[config.mk]
export PLATFORM = sky130hd
export DESIGN_NAME = line_pixel_rasterizer
export DESIGN_NICKNAME = d
export VERILOG_FILES = /design/src/rtl/core/lpr_pkg.sv /design/src/rtl/core/line_pixel_rasterizer.sv /design/src/rtl/core/lpr_in_stage.sv /design/src/rtl/core/lpr_step.sv /design/src/rtl/core/lpr_out_stage.sv
export VERILOG_INCLUDE_DIRS = /design/src /design/src/rtl/core
export SDC_FILE = /design/constraint.sdc
export NUM_CORES = 1
export LEC_CHECK = 0
export BUFFER_PORTS_ARGS = -buffer_cell sky130_fd_sc_hd__buf_2
export CAP_MARGIN = 20
export CORE_MARGIN = 3
export CORE_UTILIZATION = 32
export DETAILED_ROUTE_END_ITERATION = 8
export PLACE_DENSITY = 0.5
export SLEW_MARGIN = 25
export SYNTH_ARGS = -nofsm -noshare
export SYNTH_HDL_FRONTEND = slang
export SYNTH_SLANG_ARGS = --single-unit
[constraint.sdc]
create_clock -name clk -period 13.1 [get_ports clk]
set_input_delay 0.655 -clock clk [delete_from_list [all_inputs] [get_ports clk]]
set_output_delay 0.655 -clock clk [all_outputs]
set_load 0.03 [all_outputs]
[src/rtl/core/line_pixel_rasterizer_assert.svh]
`ifndef LINE_PIXEL_RASTERIZER_ASSERT_SVH
`define LINE_PIXEL_RASTERIZER_ASSERT_SVH

// same-cycle implication, checked outside reset
`define LPR_ASSERT_NOW(label, ante, cons) \
    label: assert property (@(posedge clk) disable iff (!rst_n) (ante) |-> (cons)) \
        else $error("lpr assertion failed");

// next-cycle implication, checked outside reset
`define LPR_ASSERT_NEXT(label, ante, cons) \
    label: assert property (@(posedge clk) disable iff (!rst_n) (ante) |=> (cons)) \
        else $error("lpr assertion failed");

`endif

[src/rtl/core/lpr_pkg.sv]
package lpr_pkg;

    localparam int COORD_W = 11;
    localparam int ERR_W   = COORD_W + 1;

    typedef logic [COORD_W-1:0] coord_t;
    typedef logic [ERR_W-1:0]   err_t;

    localparam coord_t COORD_MAX = coord_t'(2000);

    typedef enum logic {
        ACT_LOAD = 1'b0,
        ACT_ADV  = 1'b1
    } action_t;

    typedef struct packed {
        action_t    action;
        coord_t     x_start;
        coord_t     y_start;
        coord_t     x_end;
        coord_t     y_end;
        logic [7:0] red_in;
        logic [7:0] green_in;
        logic [7:0] blue_in;
        logic [7:0] alpha_in;
    } cmd_t;

    typedef struct packed {
        coord_t     pixel_x;
        coord_t     pixel_y;
        logic [7:0] red_out;
        logic [7:0] green_out;
        logic [7:0] blue_out;
        logic [7:0] alpha_out;
        logic       last_pixel;
    } pix_t;

    typedef struct packed {
        logic   active;
        coord_t steps_left;
    } lpr_status_t;

endpackage

[src/rtl/core/line_pixel_rasterizer.sv]
// channel   direction   handshake              payload
// cmd       into block  cmd_valid / cmd_ready  cmd_t  (load or advance request)
// pix       out of block pix_valid / pix_ready pix_t  (one pixel, color, last flag)
//
// one request per clock unless the pixel side stalls; pixels leave the pixel register
// the line state and one step of error update sit between the request and pixel registers
// reset clears the line state and both stage valids; nothing is emitted until a load
// a held pixel keeps pix_valid; the request stage then fills and cmd_ready drops
// an advance with no line in progress is consumed without a pixel

`include "line_pixel_rasterizer_assert.svh"

module line_pixel_rasterizer
    import lpr_pkg::*;
(
    input  logic clk,
    input  logic rst_n,
    input  logic cmd_valid,
    output logic cmd_ready,
    input  cmd_t cmd,
    output logic pix_valid,
    input  logic pix_ready,
    output pix_t pix
);

    logic        s1_valid;
    cmd_t        s1_cmd;
    logic        s1_take;
    logic        out_free;
    logic        res_valid;
    pix_t        res;
    lpr_status_t status;

    lpr_in_stage u_in_stage (
        .clk       (clk),
        .rst_n     (rst_n),
        .cmd_valid (cmd_valid),
        .cmd_ready (cmd_ready),
        .cmd       (cmd),
        .s1_valid  (s1_valid),
        .s1_cmd    (s1_cmd),
        .s1_take   (s1_take)
    );

    lpr_step u_step (
        .clk       (clk),
        .rst_n     (rst_n),
        .s1_valid  (s1_valid),
        .s1_cmd    (s1_cmd),
        .s1_take   (s1_take),
        .out_free  (out_free),
        .res_valid (res_valid),
        .res       (res),
        .status    (status)
    );

    lpr_out_stage u_out_stage (
        .clk       (clk),
        .rst_n     (rst_n),
        .res_valid (res_valid),
        .res       (res),
        .out_free  (out_free),
        .pix_valid (pix_valid),
        .pix_ready (pix_ready),
        .pix       (pix)
    );

    `LPR_ASSERT_NOW(a_active_has_steps, status.active, status.steps_left != '0)
    `LPR_ASSERT_NOW(a_pix_in_range, pix_valid,
        (pix.pixel_x <= COORD_MAX) && (pix.pixel_y <= COORD_MAX))
    `LPR_ASSERT_NEXT(a_last_ends_line, res_valid && res.last_pixel, !status.active)
    `LPR_ASSERT_NOW(a_ready_when_empty, !s1_valid, cmd_ready)

endmodule

[src/rtl/core/lpr_in_stage.sv]
module lpr_in_stage
    import lpr_pkg::*;
(
    input  logic clk,
    input  logic rst_n,
    input  logic cmd_valid,
    output logic cmd_ready,
    input  cmd_t cmd,
    output logic s1_valid,
    output cmd_t s1_cmd,
    input  logic s1_take
);

    logic valid_reg;
    logic valid_next;
    cmd_t cmd_reg;
    cmd_t cmd_next;

    function automatic coord_t clamp_coord(input coord_t v);
        return (v > COORD_MAX) ? COORD_MAX : v;
    endfunction

    assign cmd_ready = !valid_reg || s1_take;

    always_comb
    begin
        cmd_next         = cmd;
        cmd_next.x_start = clamp_coord(cmd.x_start);
        cmd_next.y_start = clamp_coord(cmd.y_start);
        cmd_next.x_end   = clamp_coord(cmd.x_end);
        cmd_next.y_end   = clamp_coord(cmd.y_end);
        valid_next       = (cmd_valid && cmd_ready) ? 1'b1 :
                           (s1_take ? 1'b0 : valid_reg);
    end

    always_ff @(posedge clk or negedge rst_n)
    begin
        if (!rst_n)
        begin
            valid_reg <= 1'b0;
        end
        else
        begin
            valid_reg <= valid_next;
        end
    end

    // payload, no reset
    always_ff @(posedge clk)
    begin
        if (cmd_valid && cmd_ready)
        begin
            cmd_reg <= cmd_next;
        end
    end

    assign s1_valid = valid_reg;
    assign s1_cmd   = cmd_reg;

endmodule

[src/rtl/core/lpr_step.sv]
module lpr_step
    import lpr_pkg::*;
(
    input  logic        clk,
    input  logic        rst_n,
    input  logic        s1_valid,
    input  cmd_t        s1_cmd,
    output logic        s1_take,
    input  logic        out_free,
    output logic        res_valid,
    output pix_t        res,
    output lpr_status_t status
);

    logic        active_reg,    active_next;
    coord_t      cur_x_reg,     cur_x_next;
    coord_t      cur_y_reg,     cur_y_next;
    err_t        error_acc_reg, error_acc_next;
    coord_t      steps_left_reg, steps_left_next;
    coord_t      major_len_reg, major_len_next;
    coord_t      minor_len_reg, minor_len_next;
    logic        x_major_reg,   x_major_next;
    logic        x_dir_neg_reg, x_dir_neg_next;
    logic        y_dir_neg_reg, y_dir_neg_next;
    logic [31:0] colour_reg,    colour_next;

    logic   is_load;
    logic   x_gt;
    logic   y_gt;
    coord_t adx;
    coord_t ady;
    logic   ld_x_major;
    coord_t ld_major;
    coord_t ld_minor;
    err_t   err_sum;
    err_t   major_ext;
    logic   minor_step;

    function automatic coord_t step_coord(input coord_t v, input logic neg);
        return neg ? (v - coord_t'(1)) : (v + coord_t'(1));
    endfunction

    assign s1_take = s1_valid && out_free;
    assign is_load = (s1_cmd.action == ACT_LOAD);

    // load path
    always_comb
    begin
        x_gt       = s1_cmd.x_end > s1_cmd.x_start;
        y_gt       = s1_cmd.y_end > s1_cmd.y_start;
        adx        = x_gt ? (s1_cmd.x_end - s1_cmd.x_start) : (s1_cmd.x_start - s1_cmd.x_end);
        ady        = y_gt ? (s1_cmd.y_end - s1_cmd.y_start) : (s1_cmd.y_start - s1_cmd.y_end);
        ld_x_major = adx > ady;
        ld_major   = ld_x_major ? adx : ady;
        ld_minor   = ld_x_major ? ady : adx;
    end

    // advance path
    always_comb
    begin
        major_ext  = {1'b0, major_len_reg};
        err_sum    = error_acc_reg + {1'b0, minor_len_reg};
        minor_step = x_major_reg ? (err_sum >= major_ext) : (err_sum > major_ext);
    end

    always_comb
    begin
        active_next     = active_reg;
        cur_x_next      = cur_x_reg;
        cur_y_next      = cur_y_reg;
        error_acc_next  = error_acc_reg;
        steps_left_next = steps_left_reg;
        major_len_next  = major_len_reg;
        minor_len_next  = minor_len_reg;
        x_major_next    = x_major_reg;
        x_dir_neg_next  = x_dir_neg_reg;
        y_dir_neg_next  = y_dir_neg_reg;
        colour_next     = colour_reg;
        if (is_load)
        begin
            x_dir_neg_next  = !x_gt;
            y_dir_neg_next  = !y_gt;
            x_major_next    = ld_x_major;
            major_len_next  = ld_major;
            minor_len_next  = ld_minor;
            error_acc_next  = {1'b0, ld_major} >> 1;
            steps_left_next = ld_major;
            cur_x_next      = s1_cmd.x_start;
            cur_y_next      = s1_cmd.y_start;
            colour_next     = {s1_cmd.red_in, s1_cmd.green_in,
                               s1_cmd.blue_in, s1_cmd.alpha_in};
            active_next     = (ld_major != '0);
        end
        else if (active_reg)
        begin
            error_acc_next  = minor_step ? (err_sum - major_ext) : err_sum;
            if (x_major_reg || minor_step)
            begin
                cur_x_next = step_coord(cur_x_reg, x_dir_neg_reg);
            end
            if (!x_major_reg || minor_step)
            begin
                cur_y_next = step_coord(cur_y_reg, y_dir_neg_reg);
            end
            steps_left_next = steps_left_reg - coord_t'(1);
            active_next     = (steps_left_next != '0);
        end
    end

    always_ff @(posedge clk or negedge rst_n)
    begin
        if (!rst_n)
        begin
            active_reg     <= 1'b0;
            cur_x_reg      <= '0;
            cur_y_reg      <= '0;
            error_acc_reg  <= '0;
            steps_left_reg <= '0;
            major_len_reg  <= '0;
            minor_len_reg  <= '0;
            x_major_reg    <= 1'b0;
            x_dir_neg_reg  <= 1'b0;
            y_dir_neg_reg  <= 1'b0;
            colour_reg     <= '0;
        end
        else if (s1_take)
        begin
            active_reg     <= active_next;
            cur_x_reg      <= cur_x_next;
            cur_y_reg      <= cur_y_next;
            error_acc_reg  <= error_acc_next;
            steps_left_reg <= steps_left_next;
            major_len_reg  <= major_len_next;
            minor_len_reg  <= minor_len_next;
            x_major_reg    <= x_major_next;
            x_dir_neg_reg  <= x_dir_neg_next;
            y_dir_neg_reg  <= y_dir_neg_next;
            colour_reg     <= colour_next;
        end
    end

    always_comb
    begin
        res_valid      = s1_take && (is_load || active_reg);
        res.pixel_x    = cur_x_next;
        res.pixel_y    = cur_y_next;
        res.red_out    = colour_next[31:24];
        res.green_out  = colour_next[23:16];
        res.blue_out   = colour_next[15:8];
        res.alpha_out  = colour_next[7:0];
        res.last_pixel = !active_next;
    end

    assign status.active     = active_reg;
    assign status.steps_left = steps_left_reg;

endmodule

[src/rtl/core/lpr_out_stage.sv]
module lpr_out_stage
    import lpr_pkg::*;
(
    input  logic clk,
    input  logic rst_n,
    input  logic res_valid,
    input  pix_t res,
    output logic out_free,
    output logic pix_valid,
    input  logic pix_ready,
    output pix_t pix
);

    logic valid_reg;
    logic valid_next;
    pix_t pix_reg;

    assign out_free   = !valid_reg || pix_ready;
    assign valid_next = out_free ? res_valid : valid_reg;

    always_ff @(posedge clk or negedge rst_n)
    begin
        if (!rst_n)
        begin
            valid_reg <= 1'b0;
        end
        else
        begin
            valid_reg <= valid_next;
        end
    end

    always_ff @(posedge clk)
    begin
        if (out_free && res_valid)
        begin
            pix_reg <= res;
        end
    end

    assign pix_valid = valid_reg;
    assign pix       = pix_reg;

endmodule

# Yosys cells after proc, flatten, opt, wreduce, memory -nomap -nowiden
# Cells that the tools add are included.
[classes]
add_sub_neg = 11
n_mul = 0
div_mod_pow = 0
magnitude_cmp = 9
eq_ne = 1
shifts = 0
muxes = 23
n_bitwise = 1
n_reduce_logical = 20
[op_table]
columns = ["op", "count"]
rows = [
  ["11-bit 2-to-1 mux", 14],
  ["11-bit greater-than comparator (second input constant)", 4],
  ["11-bit subtractor", 4],
  ["12-bit 2-to-1 mux", 3],
  ["11-bit greater-than comparator", 3],
  ["11-bit by 1-bit subtractor with 11-bit output (second input constant)", 3],
  ["32-bit 2-to-1 mux", 1],
  ["11-bit by 1-bit adder with 11-bit output (second input constant)", 2],
  ["11-bit nonzero test", 2],
  ["12-bit by 11-bit adder with 12-bit output", 1],
  ["12-bit by 11-bit greater-or-equal comparator with 1-bit output", 1],
  ["12-bit by 11-bit greater-than comparator with 1-bit output", 1],
  ["12-bit by 11-bit subtractor with 12-bit output", 1],
  ["1-bit zero test", 6],
  ["1-bit logical OR", 5],
  ["1-bit 2-to-1 mux", 5],
  ["1-bit logical AND", 4],
  ["2-bit AND reduction", 2],
  ["2-bit by 1-bit != test with 1-bit output (second input constant)", 1],
  ["2-bit nonzero test", 1],
  ["1-bit NOT", 1],
]
[word_totals]
regBits = 237
latch_bits = 0
mem_bits_rw = 0
rom_bits = 0
input_bits = 81
output_inout_bits = 57
wordCells = 94
n_memories = 0

# Longest topological paths before layout
# Gate-level depths: netlist (run 1).
[logic_depth]
word_depth = 7
depth_mapped = 23
depth_no_buf = 22

# By module
# Synthesis (run 1) repeated with hierarchy kept, for this count alone.
[unflattened]
hier_cells = 1426
hier_area_um2 = 14142.3
[by_module_without_submodules]
columns = ["mod", "instances", "cells_per_inst", "area_each_um2", "seq_area_each_um2"]
rows = [
  ["lpr_step", 1, 1234, 9745.6, 2577.5],
  ["lpr_in_stage", 1, 133, 2691.3, 2337.2],
  ["lpr_out_stage", 1, 59, 1705.4, 1676.6],
]

# Least setup slack after synthesis (run 1)
# OpenSTA, ideal clock, no wires.
[synth_path]
path_kind = "register to register"
from = "register u_in_stage.cmd_reg, in the netlist u_in_stage.s1_cmd[72]"
to = "register u_step.active_reg"
setup_ns = 0.126
t_arrival_ns = 4.349
t_required_ns = 12.974
path_slack_ns = 8.625
path_stages_with_launch = 22
n_path_buf = 1
synth_period_minus_slack_ns = 4.475
path_cell_list = "edfxtp_1 > ha_1 > buf_2 > inv_1 > nor3_1 > o21ai_1 > a31o_2 > nor2_4 > mux2i_1 > xnor2_1 > inv_1 > ha_1 > nand4_1 > a21oi_1 > o31ai_1 > a21o_1 > or3_2 > a21oi_1 > a211oi_1 > nor4_2 > nand4_1 > a221o_1"
[synth_between]
elab_chain_cells = 6
word_cells_on_any_way = 8
cone_classes = "add/sub (2); order compare (2); mux (3); reduce/logical (1)"
[synth_rtl]
columns = ["element", "line", "rtl"]
rows = [
  ["from (decl)", "lpr_in_stage.sv:16", "cmd_t cmd_reg;"],
  ["from (signal assigned)", "lpr_in_stage.sv:53", "cmd_reg <= cmd_next;"],
  ["11-bit subtractor or 11-bit greater-than comparator (tied branches)", "lpr_step.sv:51, lpr_step.sv:49", ""],
  ["11-bit 2-to-1 mux (*)", "lpr_step.sv:51", "adx = x_gt ? (s1_cmd.x_end - s1_cmd.x_start) : (s1_cmd.x_start - s1_cmd.x_end);"],
  ["11-bit greater-than comparator", "lpr_step.sv:53", "ld_x_major = adx > ady;"],
  ["11-bit 2-to-1 mux (*)", "lpr_step.sv:54", "ld_major = ld_x_major ? adx : ady;"],
  ["11-bit nonzero test (*)", "lpr_step.sv:92", "active_next = (ld_major != '0);"],
  ["1-bit 2-to-1 mux (*)", "lpr_step.sv:79", "if (is_load)"],
  ["to (signal assigned)", "lpr_step.sv:128", "active_reg <= active_next;"],
  ["to (decl)", "lpr_step.sv:15", "logic active_reg, active_next;"],
]
# Every way passes the cells marked *; elsewhere a longest branch is shown, timed or not.
# A chain may end at the register's enable or synchronous reset.

==> impl_metrics.yaml, run 1 <==
grt:
  grtUsageMet2: 0.282
  track_usage: 0.170
  grt-ovfl-total: 0
  grt_pass1_vias: 10600
  use_met1: 0.231
  antenna_found_initial: 2
  grt_pass1_wl_microns: 62600
  busiest_layer: "met2"
  grt_max_degree: 78
  grt_util_met3: 0.0282
power:
  leakagePower_nw: 6.99
  ir_drop_uv: 119
  p_per_area_nw_per_um2: 273
synth:
  synth-main-ff-cell: "edfxtp_1"
  ys_ff_latch: 237
  ys_top_cells_by_area: "edfxtp_1 (28%), dfrtp_1 (18%), ha_1 (8.3%)"
  synthSimpleGateAreaFrac: 0.121
  synth_compound_area_frac: 0.168
  synth_edf_count: 132
  synth_mux_area_frac: 0.0697
  ys_types: 87
  synth_top_family_by_area: "compound AO/OA/AOI/OAI gates"
  synthesis.nets: 1560
  synthXorXnorAreaFrac: 0.0320
  synth_top_area_cell: "edfxtp_1"
  yosysWarnings: 0
  syn_area_sq_um: 14200
  synthArstFlopShare: 0.443
  synth-adder-area-share: 0.0947
  seq_area_frac_synth: 0.463
  syn_inst: 1376
  syn_area_per_cell_sq_um: 10.4
  synth_top_area_share: 0.278
sta:
  setup_tns_ns: 0
  setup_violations: 0
  maxSlewViolCount: 0
  rsz0062_at_grt: "false"
  clock.fmax_mhz: 169
  worst_slew_margin_rel: 0.342
  finalClockSkew_ns: 0.0135
  worst_pin_slew_ns: 0.977
  period_share: 0.451
  fin_ws_ns: 7.19
  layout_min_cycle_time_ns: 5.91
  hold_viol: 0
setup_path:
  worstPathArrival_ns: 6.23
  reg2regPathDepth: 19
  required_ns: 13.41
  crit_fanout: 21
  worstReg2RegStart: "u_in_stage.s1_cmd[69]"
  cp-start-kind: "register"
  critical_path_class: "register to register"
  r2r_setup_slack_ns: 7.19
  r2r_end: "u_out_stage.pix[0]"
  cp-end-kind: "register"
die:
  die_area_sq_um: 47100
  die_y_microns: 217
  coreArea_sq_um: 43600
  fp.dieW_microns: 217
  initial_utilization: 0.327
  rows: 76
  design.portCount: 138
route:
  drcViolationCount: 0
  wl_per_cell_microns: 19.4
  drtAntennaViolNets: 0
  firstDrtPassIters: 5
  vias: 10700
  drt_iter0_markers: 700
  via_per_inst: 5.12
  wl_microns: 40500
clock_network:
  cts_sinks: 237
  cts_hold_buf: 0
  post_cts_resized: 0
  cts_made_buffers: 29
  cts_tree: "done"
  clkTransAtPathRegs_ns: 0.06
  clk-insertion-delay-late_ns: 0.58
  cts_root_buf: "clkbuf_16"
  clock_path_buffers: 3
  cts_setup_buffers: 0
  htree_levels: 1
placement:
  portBuffers: 137
  globalplace.congestion: 0.893
  hpwlAfterDp_microns: 29500
  post-place-ws_ns: 7.32
outcome:
  outcome: "complete, no violations"
cells_and_area:
  layout_commonest_cell: "buf_2"
  layout_common_cells: "buf_2 (136), edfxtp_1 (132), dfrtp_1 (105)"
  diodes: 0
  drive_gt1_frac: 0.200
  nets: 1664
  syn2layout_area_growth_pct: 15.4
  largest_reg_flops: 77
  post-route-util: 0.378
min_path:
  hp-class: "primary input to asynchronous set/reset pin"
run:
  cap_violations: 0
per-layer routing:
layer,part of all wire,vias to the layer above
met5,0.00067,-
met4,0.022,4
met3,0.048,58
met2,0.47,224
met1,0.46,5215
li1,-,5191
final cells by class:
class | instances | area [sq um]
fillers | 4392 | 27100
multi-input cells | 969 | 6930
flip-flops and latches | 237 | 6590
repair buffers | 148 | 774
clock buffers | 33 | 751
well taps | 585 | 732
inverters | 95 | 358
clock inverters | 21 | 303
where the power goes:
part | switching, mW | leakage (nW) | total [mW] | internal, mW
clock network | 0.339 | 0.522 | 0.890 | 0.551
logic | 1.46 | 3.96 | 2.40 | 0.942
registers | 0.152 | 2.50 | 1.20 | 1.05
total | 1.95 | 6.99 | 4.49 | 2.54
cell usage after synthesis, drive strengths merged (13+ instances only):
| cell type | count |
|---|---|
| and2 | 21 |
| xor2 | 20 |
| or3 | 17 |
| buf | 22 |
| nor2 | 83 |
| mux2 | 68 |
| edfxtp | 132 |
| o21ai | 83 |
| dfrtp | 105 |
| xnor2 | 32 |
| o22ai | 40 |
| nand2b | 14 |
| a21oi | 104 |
| clkbuf | 53 |
| nor2b | 15 |
| o211ai | 16 |
| mux2i | 22 |
| nand3 | 41 |
| ha | 95 |
| a21o | 36 |
| a31oi | 13 |
| inv | 94 |
| nand2 | 101 |
critical path, stage by stage, from the launching register on:
cell and delay (ns):
edfxtp_1 0.43, ha_1 0.53, nand3_2 0.17, a21oi_1 0.28, o21ai_1 0.18, a31o_2 0.30, nor2_4 0.30, mux2i_1 0.14
xnor2_1 0.44, ha_1 0.35, a21oi_1 0.14, a21oi_1 0.08, o31ai_1 0.53, a21o_1 0.60, or3_2 0.22, a21oi_1 0.06
a211oi_1 0.56, nor4_2 0.11, nand4_1 0.13, a21oi_1 0.09
worst max path at each step:
stage / startpoint / endpoint / slack (ns) / cells past startpoint
2_1_floorplan: u_in_stage.s1_cmd[72] / u_step.active_reg / 8.62 / 21
3_3_place_gp: u_in_stage.s1_cmd[71] / u_out_stage.pix[0] / 7.38 / 17
3_5_place_dp: u_in_stage.s1_cmd[69] / u_out_stage.pix[0] / 7.32 / 19
4_1_cts: u_in_stage.s1_cmd[69] / u_out_stage.pix[0] / 7.31 / 19
5_1_grt: u_in_stage.s1_cmd[69] / u_out_stage.pix[0] / 6.70 / 19
6_report: u_in_stage.s1_cmd[69] / u_out_stage.pix[0] / 7.19 / 19
per-stage QoR:
stage / hold slack, ns / std cells / instance area [sq um] / power (mW)
after floorplan: 0.359 / 1376 / 14200 / 3.00
after detailed placement: 0.466 / 2034 / 15400 / 3.60
after global routing: 0.167 / 2088 / 16400 / 4.85
after global placement: 0.464 / 2034 / 15400 / 3.59
after CTS: 0.131 / 2088 / 16400 / 4.52
final: 0.146 / 2088 / 16400 / 4.49
logic make-up (layout without fill, tap and decap cells):
group | count (synthesis) | in the layout
AOI/OAI and AO/OA | 375 | 375
DFF | 237 | 237
and+or+nand+nor | 349 | 349
buffers and inverters | 170 | 297
muxes | 90 | 90
xor gates and xnor gates | 52 | 52
adders and majority gates | 103 | 103
No activity file was read; power rests on OpenSTA's default activity.
==> inputs of run 2 (changes only) <==
Settings changed: PLACE_DENSITY 0.5 to 0.52.
Clock period 13.1 ns to 5.21 ns, I/O delays scaled along.
==> impl_metrics.yaml, run 2 (same netlist as run 1, synthesis figures left out) <==
outcome:
  outcome: "complete, no violations"
cells_and_area:
  seqCellArea_sq_um: 6590
  fill_cells: 4335
  syn2layout_area_growth_pct: 20.8
  drive_gt1_frac: 0.209
  largest_reg_flops: 77
  post-route-util: 0.395
  final_area_sq_um: 17200
  nets: 1759
  multi_input_area_sq_um: 6960
  stdcell_count: 2181
  diodes: 0
  layout_common_cells: "buf_2 (136), edfxtp_1 (132), dfrtp_1 (105)"
  layout_commonest_cell: "buf_2"
clock_network:
  clkTransAtPathRegs_ns: 0.06
  cts_setup_buffers: 0
  cts_sinks: 237
  clk-insertion-delay-late_ns: 0.57
  htree_levels: 1
  clock_path_buffers: 3
  cts_root_buf: "clkbuf_16"
  cts_tree: "done"
  cts_made_buffers: 27
power:
  p_per_area_nw_per_um2: 647
  ir_drop_uv: 331
  leakagePower_nw: 7.34
die:
  design.portCount: 138
  fp.dieW_microns: 217
  die_y_microns: 217
  rows: 76
  initial_utilization: 0.327
  coreArea_sq_um: 43600
  die_area_sq_um: 47100
min_path:
  hold_path_depth: 2
  worstHoldEndpoint: "u_in_stage.s1_cmd[58]"
  hold_start: "cmd[58]"
  hp-class: "primary input to register"
sta:
  finalClockSkew_ns: 0.00960
  clock.fmax_mhz: 204
  layout_min_cycle_time_ns: 4.90
  maxSlewViolCount: 0
  worst_slew_margin_rel: 0.319
  worst_pin_slew_ns: 1.02
  setup_violations: 0
  period_share: 0.940
  hold_viol: 0
grt:
  antenna_found_initial: 0
  grt_max_degree: 69
  grt_pass1_wl_microns: 63200
  grt-ovfl-total: 0
  grt_pass1_vias: 11200
  track_usage: 0.167
setup_path:
  critical_path_class: "register to register"
  critical_path.slowest_cell: "ha_1"
  crit_fanout: 7
  path_cells: "ha_1 > nand2_1 > nor3_1 > o21ai_1 > a31o_2 > nor2_4 > mux2i_1 > xnor2_1 > inv_1 > ha_1 > nand4_1 > a21oi_1 > o31ai_2 > a21o_1 > or3_2 > a21oi_1 > a211oi_2 > nor4_2 > nand4_1 > a221o_1"
  cp-end-kind: "register"
  r2r_setup_slack_ns: 0.31
  r2r_end: "u_step.active_reg"
  path_delay_family: "compound AO/OA/AOI/OAI gates"
  worstReg2RegStart: "u_in_stage.s1_cmd[71]"
  cp-start-kind: "register"
  reg2regPathDepth: 20
  crit_buf_inv: 1
  worstPathArrival_ns: 5.34
  required_ns: 5.66
  crit_start: "u_in_stage.s1_cmd[71]"
  cpPeakStageDelay_ns: 0.47
placement:
  hpwlAfterDp_microns: 28500
  portBuffers: 137
  dp_cells: 2067
  globalplace.congestion: 0.868
  postPlaceCellArea_sq_um: 15600
route:
  wl_per_cell_microns: 18.3
  vias: 11100
  firstDrtPassIters: 5
  via_per_inst: 5.08
  drtAntennaViolNets: 0
  wl_microns: 39900
  drt_iter0_markers: 818
  drcViolationCount: 0
run:
  cap_violations: 0
run 2: changes by cell type in the layout (fill, tap and decap cells not counted), moves of 2 or more:
cell           before  now
clkbuf_16          29   27
bufinv_16           7    3
dlygate4sd3_1       0   64
clkbuf_8            1    4
a21oi_2             2    4
buf_4              11   45
clkinv_2            8    6
clkbuf_1            3    6
run 2: worst max path at each step:
stage,end,slack (ns),cells past startpoint
after CTS,u_out_stage.pix[0],0.19,19
final,u_step.active_reg,0.31,20
after detailed placement,u_out_stage.pix[0],0.19,19
after global placement,u_step.active_reg,0.22,19
after global routing,u_step.active_reg,-0.0007,17
after floorplan,u_step.active_reg,0.73,21
run 2: cell type report:
type                       count  share of cell area
multi-input combinational    969               0.404
sequential                   237               0.383
timing repair buffer         245              0.0964
clock buffer                  37              0.0438
tap                          585              0.0425
inverter                      95              0.0208
clock inverter                13             0.00923
run 2: metrics by stage:
step / setup WS, ns / TNS [ns] / hold WS [ns] / power [mW]
2_1_floorplan: 0.735 / 0 / -0.0351 / 7.54
3_3_place_gp: 0.218 / 0 / 0.343 / 9.07
3_5_place_dp: 0.185 / 0 / 0.339 / 9.11
4_1_cts: 0.186 / 0 / 0.000486 / 11.2
5_1_grt: -0.000670 / -0.000670 / 0.0177 / 12.1
6_report: 0.312 / 0 / 0.0246 / 11.1
run 2: worst reg2reg max path, stage by stage, from the launching register on:
cell      delay (ns)
edfxtp_1        0.41
ha_1            0.47
nand2_1         0.09
nor3_1          0.21
o21ai_1         0.20
a31o_2          0.27
nor2_4          0.21
mux2i_1         0.26
xnor2_1         0.23
inv_1           0.11
ha_1            0.31
nand4_1         0.11
a21oi_1         0.19
o31ai_2         0.11
a21o_1          0.19
or3_2           0.40
a21oi_1         0.19
a211oi_2        0.10
nor4_2          0.26
nand4_1         0.14
a221o_1         0.31
run 2: per-layer routing:
| layer | up-vias | global-route usage | wire length (microns) |
|---|---|---|---|
| li1 | 5399 | - | - |
| met5 | - | 0 | 0 |
| met4 | 0 | 0.0415 | 823 |
| met3 | 50 | 0.0169 | 1210 |
| met2 | 201 | 0.290 | 19500 |
| met1 | 5436 | 0.225 | 18400 |
run 2: repair_timing:
action | CTS | global route
gates resized for setup | 0 | 6
endpoints found under the setup margin | 0 | 12
hold buffers | 64 | 0
endpoints found under the hold margin | 108 | 0
run 2: where the power goes:
| part | internal (mW) | switching, mW |
|---|---|---|
| Sequential | 2.63 | 0.377 |
| Clock | 1.16 | 0.793 |
| Combinational | 2.54 | 3.63 |
==> inputs of run 3 (changes only) <==
Settings changed: ABC_AREA from default to 1.
==> impl_metrics.yaml, run 3 <==
outcome:
  outcome: "complete, no violations"
sta:
  maxSlewViolCount: 0
  finalClockSkew_ns: 0.0149
  whs_ns: 0.0263
  setup_violations: 0
  worst_pin_slew_ns: 0.943
  period_share: 0.882
  setup_tns_ns: 0
  layout_min_cycle_time_ns: 4.59
  worst_slew_margin_rel: 0.371
  hold_viol: 0
  fin_ws_ns: 0.617
  rsz0062_at_grt: "false"
  clock.fmax_mhz: 218
clock_network:
  cts_sinks: 237
  clk-insertion-delay-late_ns: 0.58
  clkTransAtPathRegs_ns: 0.06
  cts_root_buf: "clkbuf_16"
  clock_path_buffers: 3
  cts_tree: "done"
  cts_made_buffers: 28
  htree_levels: 1
die:
  die_y_microns: 222
  die_area_sq_um: 49500
  design.portCount: 138
  coreArea_sq_um: 45800
  rows: 78
  fp.dieW_microns: 222
  initial_utilization: 0.327
synth:
  seq_area_frac_synth: 0.440
  syn_area_sq_um: 15000
  synth_top_area_cell: "edfxtp_1"
  synthArstFlopShare: 0.443
  yosysMostFrequentCell: "nand2_1"
  yosysWarnings: 0
  ys_top_cells_by_area: "edfxtp_1 (26%), dfrtp_1 (18%), nand2_1 (14%)"
  ys_ff_latch: 237
  syn_inst: 1855
  synthesis.nets: 2039
  synth.top_cells.by_count: "nand2_1 (564), inv_1 (286), edfxtp_1 (132), nand3_1 (119), o21ai_0 (111)"
  synth-main-ff-cell: "edfxtp_1"
  ys_types: 52
  synth_top_area_share: 0.265
  syn_area_per_cell_sq_um: 8.08
  synth_edf_count: 132
power:
  ir_drop_uv: 342
  p_per_area_nw_per_um2: 688
  leakagePower_nw: 8.74
  finalPower_mw: 12.2
route:
  firstDrtPassIters: 5
  via_per_inst: 4.71
  vias: 12500
  wl_microns: 42300
  drt_iter0_markers: 813
  drcViolationCount: 0
  drtAntennaViolNets: 0
  wl_per_cell_microns: 16.0
cells_and_area:
  drive_gt1_frac: 0.125
  layout_common_cells: "nand2_1 (564), inv_1 (284), buf_2 (136)"
  syn2layout_area_growth_pct: 18.2
  nets: 2210
  post-route-util: 0.387
  fill_cells: 4638
  largest_reg_flops: 77
  layout_commonest_cell: "nand2_1"
  final_area_sq_um: 17700
  stdcell_count: 2649
setup_path:
  cpPeakStageDelay_ns: 0.47
  reg2regPathDepth: 29
  worstPathArrival_ns: 5.06
  r2r_setup_slack_ns: 0.62
  cp-end-kind: "register"
  critical_path_class: "register to register"
  r2r_end: "u_step.active_reg"
  required_ns: 5.67
  worstReg2RegStart: "u_in_stage.s1_cmd[67]"
  critical_path.slowest_cell: "ha_1"
  cp-start-kind: "register"
  crit_fanout: 13
  crit_top_cell: "nand2_1"
min_path:
  hold_path_depth: 3
  worstHoldEndpoint: "u_in_stage.s1_cmd[35]"
  hold_start: "cmd[35]"
  hp-class: "primary input to register"
placement:
  post-place-ws_ns: 0.679
  portBuffers: 137
  globalplace.congestion: 0.915
  hpwlAfterDp_microns: 31100
  dp_cells: 2533
  postPlaceCellArea_sq_um: 16100
grt:
  antenna_found_initial: 1
  grt-ovfl-total: 0
  grt_pass1_wl_microns: 67200
  track_usage: 0.168
  grt_pass1_vias: 12300
  grt_max_degree: 73
run:
  cap_violations: 0
==> run 3: logic make-up after synthesis <==
logic type	share of synthesized area
xor gates and xnor gates	0.0346
adders and majority gates	0.0900
DFF	0.440
buffers and inverters	0.0988
AOI/OAI and AO/OA	0.0955
and+or+nand+nor	0.241
==> run 3: cell type report <==
| class | instances | area [sq um] | area share |
|---|---|---|---|
| sequential | 237 | 6590 | 0.372 |
| clock inverter | 15 | 183 | 0.0103 |
| clock buffer | 37 | 764 | 0.0431 |
| timing repair buffer | 209 | 1400 | 0.0789 |
| antenna | 1 | 2.50 | 0.000141 |
| inverter | 296 | 1110 | 0.0629 |
| tap | 600 | 751 | 0.0424 |
| multi-input combinational | 1254 | 6910 | 0.390 |
==> run 3: metal layers <==
| metal | vias up | global-route usage | part of all wire |
|---|---|---|---|
| met4 | 0 | 0.0398 | 0.018 |
| met5 | - | 0 | 0 |
| met2 | 246 | 0.283 | 0.47 |
| li1 | 6316 | - | - |
| met3 | 49 | 0.0225 | 0.045 |
| met1 | 5857 | 0.229 | 0.46 |
==> run 3: worst max-delay path by stage <==
| stage | cells past startpoint | end | startpoint | slack [ns] |
|---|---|---|---|---|
| 5_1_grt | 28 | u_step.active_reg | u_in_stage.s1_cmd[56] | 0.12 |
| 3_3_place_gp | 29 | u_step.active_reg | u_in_stage.s1_cmd[67] | 0.70 |
| 3_5_place_dp | 29 | u_step.active_reg | u_in_stage.s1_cmd[67] | 0.68 |
| 2_1_floorplan | 6 | u_out_stage.pix[0] | u_out_stage.pix_valid | 1.70 |
| 4_1_cts | 29 | u_step.active_reg | u_in_stage.s1_cmd[67] | 0.65 |
| 6_report | 29 | u_step.active_reg | u_in_stage.s1_cmd[67] | 0.62 |
==> run 3: where the power goes <==
part / internal (mW) / switching (mW)
Sequential: 2.74 / 0.384
Combinational: 2.39 / 4.66
Clock: 1.19 / 0.840
==> run 3: critical path: cells and delay by family (launching register included) <==
| kind | cells | cell delay, ns |
|---|---|---|
| fa+ha+maj | 2 | 0.75 |
| simple gates | 21 | 2.49 |
| buf+inv | 6 | 0.78 |
| flops | 1 | 0.43 |
==> run 3: repair_timing <==
action | CTS | global route
hold buffers | 63 | 0
endpoints found under the hold margin | 116 | 0
gates resized for setup | 0 | 0
buffers inserted | 0 | 0
